File: src/hdl/lgu_pkg.sv
`timescale 1ns / 1ps
package lgu_pkg;

  localparam int PredWidth = 24;
  localparam int SumWidth  = 48;
  localparam int LossWidth = 31;
  localparam int RowWidth  = 11;
  localparam int MaxRows   = 1024;
  localparam int Ln2Q16    = 45426;

  localparam int LogTableDepth = 256;
  localparam int LogTableBits  = 8;

  localparam logic [0:0] RegLossMode = 1'b0;
  localparam logic [0:0] RegRowCount = 1'b1;

  typedef struct packed {
    logic start;
    logic busy;
    logic done;
  } div_ctrl_t;

  typedef logic [LogTableDepth-1:0][15:0] log_table_t;

  // Entry i holds log2(1 + i/depth) as a 16-bit fraction, found by repeated squaring.
  function automatic log_table_t build_log_table();
    log_table_t  tbl;
    logic [63:0] x;
    logic [15:0] r;
    for (int i = 0; i < LogTableDepth; i++) begin
      x = (64'd1 << 30) + (64'(i) << (30 - LogTableBits));
      r = '0;
      for (int k = 0; k < 16; k++) begin
        x = (x * x) >> 30;
        if (x >= (64'd1 << 31)) begin
          x = x >> 1;
          r[15 - k] = 1'b1;
        end
      end
      tbl[i] = r;
    end
    return tbl;
  endfunction

  // Fixed contents, worked out once when the design is elaborated.
  localparam log_table_t LogTable = build_log_table();

endpackage

File: src/hdl/lgu_divider.sv
`timescale 1ns / 1ps
// Restoring radix-2 divider, one quotient bit per cycle over 64 bits of dividend.
module lgu_divider (
  input  logic        clk,
  input  logic        rst,
  input  logic        start,
  input  logic [63:0] dividend,
  input  logic [32:0] divisor,
  output logic [63:0] quotient,
  output lgu_pkg::div_ctrl_t ctrl
);

  logic [6:0]  count;
  logic [63:0] quo;
  logic [33:0] rem;
  logic [32:0] dsr;
  logic [33:0] trial;
  logic        done_q;

  assign trial = {rem[32:0], quo[63]} - {1'b0, dsr};

  always_ff @(posedge clk) begin
    if (rst) begin
      count  <= '0;
      done_q <= 1'b0;
    end else begin
      done_q <= 1'b0;
      if (start) begin
        count <= 7'd64;
      end else if (count != '0) begin
        count <= count - 7'd1;
        if (count == 7'd1) done_q <= 1'b1;
      end
    end
  end

  always_ff @(posedge clk) begin
    if (start) begin
      quo <= dividend;
      rem <= '0;
      dsr <= divisor;
    end else if (count != '0) begin
      if (!trial[33]) begin
        rem <= trial;
        quo <= {quo[62:0], 1'b1};
      end else begin
        rem <= {rem[32:0], quo[63]};
        quo <= {quo[62:0], 1'b0};
      end
    end
  end

  assign quotient   = quo;
  assign ctrl.start = start;
  assign ctrl.busy  = count != '0;
  assign ctrl.done  = done_q;

  a_done_after_busy: assert property (@(posedge clk) disable iff (rst)
    ctrl.done |-> $past(count) == 7'd1) else $error("divider done without final step");
  a_no_restart: assert property (@(posedge clk) disable iff (rst)
    ctrl.busy |=> !$past(start) || count == 7'd64) else $error("divider count lost");
  a_done_pulse: assert property (@(posedge clk) disable iff (rst)
    ctrl.done |=> !ctrl.done) else $error("divider done held");

endmodule

File: config.mk
export PLATFORM = sky130hd
export DESIGN_NAME = lgu_divider
export DESIGN_NICKNAME = d
export VERILOG_FILES = /design/src/hdl/lgu_pkg.sv /design/src/hdl/lgu_divider.sv
export SDC_FILE = /design/constraint.sdc
export NUM_CORES = 1
export LEC_CHECK = 0
export BUFFER_PORTS_ARGS = -buffer_cell sky130_fd_sc_hd__buf_4
export CAP_MARGIN = 20
export CORE_ASPECT_RATIO = 1.4
export CORE_MARGIN = 4
export CORE_UTILIZATION = 49
export DETAILED_ROUTE_END_ITERATION = 6
export PLACE_DENSITY = 0.72
export SYNTH_ARGS = -nofsm -noshare
export SYNTH_HDL_FRONTEND = slang
export SYNTH_SLANG_ARGS = --single-unit
File: constraint.sdc
create_clock -name clk -period 6.1 [get_ports clk]
set_clock_uncertainty 0.15 [all_clocks]
set_input_delay 1.83 -clock clk [delete_from_list [all_inputs] [get_ports clk]]
set_output_delay 1.83 -clock clk [all_outputs]
set_load 0.03 [all_outputs]
# == Word-level counts from Yosys, hierarchy flattened ==
# Cells that the tools add are included.
# classes
addsub,2
n_eq_ne,1
n_mux,7
bitwise,1
n_reduce_logical,4
# ops
operator,n
two-way mux 64 bit,2
subtractor 34 x 33 -> 34 bit,1
two-way mux 33 bit,1
two-way mux 7 bit,2
"equality test 7 x 1 -> 1 bit, second input constant",1
nonzero test 7 bit,1
"subtractor 7 x 1 -> 7 bit, second input constant",1
OR reduction 3 bit,1
two-way mux 1 bit,2
nonzero test 2 bit,1
OR reduction 2 bit,1
inverter 1 bit,1
# word_totals
reg_bits,138
out_inout_bits,67
wordCells,21

# == Logic depth before layout (Yosys ltp) ==
# Gate-level depths: netlist of the first run.
# depth
ltp_word,4
ltp_mapped,14
ltp_nobuf,12

# == Worst setup path after synthesis of the first run ==
# OpenSTA, ideal clock, no wires.
# synth_path
path_kind,input port to flip-flop
start,input port start
end,"register quo[0], in the netlist quotient[0], enable pin"
setup_time_ns,0.432
arrival_time_ns,3.816
required_time_ns,5.518
path_slack_ns,1.702
stages,3
path_cell_list,buf_6 -> clkbuf_1 -> nand2b_1
# synth_via
elab_chain_cells,1
# synth_lines
element,line,text
start: declaration,lgu_divider.sv:6,"input logic start,"
nonzero test 2 bit (no line),-,
end signal: assignment,lgu_divider.sv:39,quo <= dividend;
end signal: assignment,lgu_divider.sv:45,"quo <= {quo[62:0], 1'b1};"
end signal: assignment,lgu_divider.sv:48,"quo <= {quo[62:0], 1'b0};"
end: declaration,lgu_divider.sv:14,logic [63:0] quo;
# No other way between the ends.
# A chain may end at the register's enable or synchronous reset.

# == Worst setup path after layout of the first run ==
# layout_path
start,input port start
end,output port ctrl[2] (netlist bit)
# layout_rtl
element,line,text
end: declaration,lgu_divider.sv:10,output lgu_pkg::div_ctrl_t ctrl
# No word-level cell between the ends.

==> results of run 1 <==
[through the flow]
step                      setup WS (ns)  instance area, µm²  hold WS, ns
after CTS                         1.353                9522       0.3338
final                             1.384                9522       0.3320
after global routing              1.322                9522       0.3532
after global placement            1.390                8939       0.3161
after floorplan                   1.702                7670       0.2986
after detailed placement          1.342                8939       0.3238
[final timing paths]
check                           cells after the start  endpoint  slack [ns]
worst min register to register                      2   rem[24]        0.33
worst max-delay path                                2   ctrl[2]        1.38
worst min-delay path                                2   rem[24]        0.33
worst max register to register                     12   rem[32]        2.48
[kinds of logic after synthesis]
| family | count (synthesis) | synth area share (%) |
|---|---|---|
| fa+ha+maj | 36 | 5.971 |
| buf+inv | 77 | 5.269 |
| xor+xnor | 32 | 3.654 |
| simple gates | 148 | 9.397 |
| compound gates | 159 | 15.17 |
| flops | 138 | 48.68 |
| mux | 83 | 11.86 |
[power by group]
part	switching, mW	leakage, nW	internal (mW)
registers	0.215	1.32	1.37
logic	1.47	2.42	0.986
clock network	0.396	0.281	0.639
[metal layers]
layer	up-vias	track usage [%]
li1	2823	-
met1	2753	22.07
met2	194	37.63
met3	26	9.352
met4	0	6.987
met5	-	0
[state kept, by name, summed over array words and instances (netlist names)]
register,flops
count,7
done_q,1
dsr,33
quotient,64
rem,33
[synthesized netlist by cell type (3+ instances only)]
cell type,count,area share (%)
a2111oi_0,3,0.34
a211oi_1,31,3.0
a21o_1,14,1.4
a21oi_1,36,2.3
a21oi_2,5,0.57
a311oi_1,7,0.80
a31oi_1,3,0.24
and3_1,7,0.57
buf_1,3,0.15
buf_2,6,0.39
buf_4,4,0.39
buf_6,3,0.44
clkbuf_1,13,0.64
clkbuf_8,4,0.72
dfxtp_1,41,11
edfxtp_1,97,38
ha_1,35,5.7
inv_1,41,2.0
mux2_2,63,9.2
mux2i_1,20,2.6
nand2_1,32,1.6
nand2b_1,6,0.49
nand3_1,11,0.72
nand3b_1,3,0.29
nand4_1,4,0.33
nor2_1,49,2.4
nor2b_1,5,0.41
nor3_1,14,0.91
o2111ai_1,3,0.34
o211ai_1,8,0.78
o21a_1,5,0.49
o21ai_0,16,1.0
o21bai_1,3,0.29
or3_1,4,0.33
xnor2_1,19,2.2
xor2_1,13,1.5
[worst register-to-register path: stages, from the launching register on]
cell       delay (ns)
edfxtp_1         0.41
inv_1            0.06
ha_1             0.23
fa_1             0.40
nand2b_1         0.19
a21o_1           0.20
a211oi_1         0.36
o2111ai_1        0.19
a211oi_1         0.41
o21ai_1          0.16
xnor2_1          0.16
a2111oi_0        0.43
a2111oi_0        0.11
[area by class of cell]
type                       instances  area, µm²  area share (%)
sequential                       138       3734           39.21
multi-input combinational        458       3535           37.12
timing repair buffer             170       1276           13.40
clock buffer                      19      432.9           4.547
tap                              192      240.2           2.523
inverter                          41      153.9           1.616
clock inverter                    12      150.1           1.577
==> results.yml, run 1 <==
die:
  initial_core_util_pct: 50.51
  die_w_um: 113.7
  io_pins: 167
  core_area_um2: 15190
  fp.dieH_um: 156.0
  row_count: 53
  dieArea_um2: 17750
critical_path:
  slowest_stage: "buf_4"
  endpoint_kind: "output port"
  cp-startpoint: "start"
  critPathMostFrequentCell: "buf_4"
  rr_startpoint: "quotient[63]"
  critical_path.max_stage_delay_ns: 0.60
  cp.arrival_ns: 2.74
  criticalPathCategory: "input port to output port"
  crit_family: "buffers and inverters"
  cp.required_ns: 4.12
  startpoint_type: "input port"
  cp_max_fo: 65
  path_cells: "buf_4 -> buf_4"
  crit_buf_inv: 2
grt:
  grt_first_pass_wirelength_um: 29780
  grt_max_degree: 74
  grt_overflow: 0
  grt_pass1_vias: 6146
  antenna_found_initial: 0
  track_usage_pct: 21.12
cts:
  cts_tree: "yes"
  cts_made_buffers: 17
  clk_pin_slew_ns: 0.06
  cts_root_buffer: "clkbuf_16"
  h-tree-depth: 4
  hold_buffers: 0
  postCtsSetupBuffers: 0
  cts.sinks: 138
  cts_buffer_depth: 2
  insertion_delay_ns: 0.42
  cts_resized: 0
timing:
  setup_viol: 0
  tightest_slew_ns: 0.8669
  min_period_over_period_pct: 77.30
  max_freq_mhz: 212.1
  hold_viol: 0
  timing.slew.headroom_pct: 42.21
  fin_crit_ns: 4.716
  finalSetupTns_ns: 0
  slew_viol_final: 0
  rsz0062_at_grt: "false"
place:
  port-buffer-count: 166
  place_inst: 999
  gp_congestion: 0.8795
  dp_hpwl_um: 13510
finish:
  syn_to_final_growth_pct: 24.14
  final_common_cell: "buf_4"
  final_layout_size_suffix_gt1_share_pct: 34.13
  n_fill_cell: 1235
  final_util_pct: 62.70
  stdcell_count: 1030
  num_antenna_cells: 0
  most-common-layout-cells: "buf_4 (170), edfxtp_1 (97), mux2_2 (63)"
  layout.nets: 962
synthesis:
  synth_edf_count: 97
  ys_seq_area_share_pct: 48.68
  synth-seq-cells: 138
  syn_avg_cell_area_um2: 11.40
  synth.net_count: 809
  syn_inst: 673
  synth.distinct_cells: 70
  synth-async-reset-ratio_pct: 0
  synthFlopType: "edfxtp_1"
  syn_area_um2: 7670
  yosys_warnings: 0
min_path:
  hp-class: "flop to flop"
  worstHoldStart: "rem[24]"
detailed_routing:
  highest_layer: "met4"
  viasPerCell: 5.627
  drc: 0
  wirelength_met1_um: 7079
  num_vias: 5796
  drt_wl_total_um: 18610
  post_drt_wl_per_cell_um: 18.07
  dr.pass1.iters: 5
  met2_wirelength_um: 9496
  dr_wl_met3_um: 1720
  first_iter_violations: 224
  ant_nets: 0
pwr:
  leakage_nw: 4.023
  power_density_nw_per_um2: 533.1
  ir_worst_vdd_mv: 0.3549
  power_mw: 5.076
job:
  cap_violations: 0
run_status:
  status: "completed"
No activity file was read; power rests on OpenSTA's default activity.
==> run 2, diff against run 1 <==
- PLACE_DENSITY: 0.72 -> 0.75
- clock period: 6.1 -> 4.1 ns (I/O delays scaled with it)
==> results.yml, run 2 (synthesis gave the netlist of run 1 again) <==
run_status:
  status: "complete, but fails checks"
  violations: "design-rule violations"
critical_path:
  criticalPathCategory: "flop to flop"
  crit_buf_inv: 1
  cp_max_fo: 12
  cp.required_ns: 4.27
  crit_family: "compound AO/OA/AOI/OAI gates"
  rr_startpoint: "dsr[30]"
  startpoint_type: "flop"
  cp-startpoint: "dsr[30]"
  cp.arrival_ns: 3.56
  path_cells: "inv_1 -> ha_1 -> a2111oi_1 -> a21oi_2 -> o41ai_1 -> a41oi_2 -> nand2_2 -> nand2_1 -> a311oi_1"
  r2r_cells: 9
  crit_cells: 9
  endpoint_kind: "flop"
  critical_path.max_stage_delay_ns: 0.66
  slowest_stage: "o41ai_1"
cts:
  cts_tree: "yes"
  insertion_delay_ns: 0.43
  h-tree-depth: 4
  cts.sinks: 138
  cts_root_buffer: "clkbuf_16"
  clk_pin_slew_ns: 0.06
  postCtsSetupBuffers: 0
  cts_resized: 0
  cts_buffer_depth: 2
  cts_made_buffers: 17
  hold_buffers: 0
grt:
  grt_max_degree: 65
  grt_pass1_vias: 6272
  track_usage_pct: 21.46
  grt_overflow: 0
  grt_first_pass_wirelength_um: 30440
  antenna_found_initial: 0
finish:
  layout.nets: 964
  num_antenna_cells: 0
  finalInstanceArea_um2: 9580
  syn_to_final_growth_pct: 24.91
  final_layout_size_suffix_gt1_share_pct: 34.72
  most-common-layout-cells: "buf_4 (171), edfxtp_1 (97), mux2_2 (63)"
  n_fill_cell: 1203
  stdcell_count: 1033
  largest_reg_flops: 64
  final_common_cell: "buf_4"
detailed_routing:
  dr.pass1.iters: 7
  highest_layer: "met4"
  first_iter_violations: 299
  met2_wirelength_um: 9534
  drt_wl_total_um: 18610
  viasPerCell: 5.692
  dr_wl_met3_um: 1740
  wirelength_met1_um: 6971
  num_vias: 5880
  post_drt_wl_per_cell_um: 18.02
  drc: 7
  ant_nets: 0
place:
  port-buffer-count: 166
  dpl_cell_area_um2: 8966
  gp_congestion: 0.9001
  place_inst: 1001
  dp_hpwl_um: 13650
pwr:
  ir_worst_vdd_mv: 0.4652
  power_density_nw_per_um2: 794.6
  leakage_nw: 4.059
  power_mw: 7.613
die:
  core_area_um2: 15190
  io_pins: 167
  initial_core_util_pct: 50.51
  dieArea_um2: 17750
  fp.dieH_um: 156.0
  row_count: 53
  die_w_um: 113.7
timing:
  finalSetupTns_ns: 0
  min_period_over_period_pct: 82.68
  hold_viol: 0
  timing.slew.headroom_pct: 52.37
  setup_viol: 0
  fin_crit_ns: 3.390
  tightest_slew_ns: 0.7053
  slew_viol_final: 0
  rsz0062_at_grt: "false"
  max_freq_mhz: 295.0
min_path:
  worstHoldStart: "rem[24]"
  hp-class: "flop to flop"
  hold_depth: 2
job:
  cap_violations: 0
[run 2: cell count changes in the layout (fill, tap and decap cells not counted), sizes merged]
cell      delta
inv          +5
buf          +2
clkbuf       -2
clkinv       -1
clkinvlp     -1
[run 2: routing by layer]
| layer | up-vias | GRT usage, % |
|---|---|---|
| li1 | 2825 | - |
| met5 | - | 0 |
| met4 | 0 | 7.961 |
| met3 | 25 | 8.576 |
| met1 | 2823 | 23.07 |
| met2 | 207 | 37.74 |
[run 2: worst paths after layout]
path / end / slack, ns
max: rem[17] / 0.71
max reg2reg: rem[17] / 0.71
min: rem[24] / 0.33
min reg2reg: rem[24] / 0.33
[run 2: final cells by class]
| class | count | area (µm²) | area share (%) |
|---|---|---|---|
| clock buffers | 17 | 425.4 | 4.440 |
| clock inverters | 15 | 188.9 | 1.972 |
| inverters | 41 | 153.9 | 1.606 |
| multi-input cells | 458 | 3535 | 36.89 |
| flip-flops and latches | 138 | 3734 | 38.97 |
| well taps | 192 | 240.2 | 2.508 |
| repair buffers | 172 | 1304 | 13.61 |
[run 2: where the power goes]
part / internal, mW / leakage [nW] / total (mW) / switching [mW]
clock network: 0.971 / 0.301 / 1.61 / 0.638
logic: 1.48 / 2.44 / 3.65 / 2.17
registers: 2.03 / 1.32 / 2.35 / 0.321
[run 2: worst register-to-register path, cell delays in order, from the launching register on]
cell and delay (ns):
edfxtp_1 0.32, inv_1 0.04, ha_1 0.35, a2111oi_1 0.55
a21oi_2 0.22, o41ai_1 0.67, a41oi_2 0.22, nand2_2 0.40
nand2_1 0.10, a311oi_1 0.28
[run 2: through the flow]
step           hold WS (ns)  util [%]  setup WS (ns)
2_1_floorplan        0.2986         -         0.3021
3_3_place_gp         0.3178     59.04         0.8821
3_5_place_dp         0.3241     59.04         0.7163
4_1_cts              0.3329     63.09         0.7095
5_1_grt              0.3708     63.09         0.4823
6_report             0.3321     63.09         0.7101
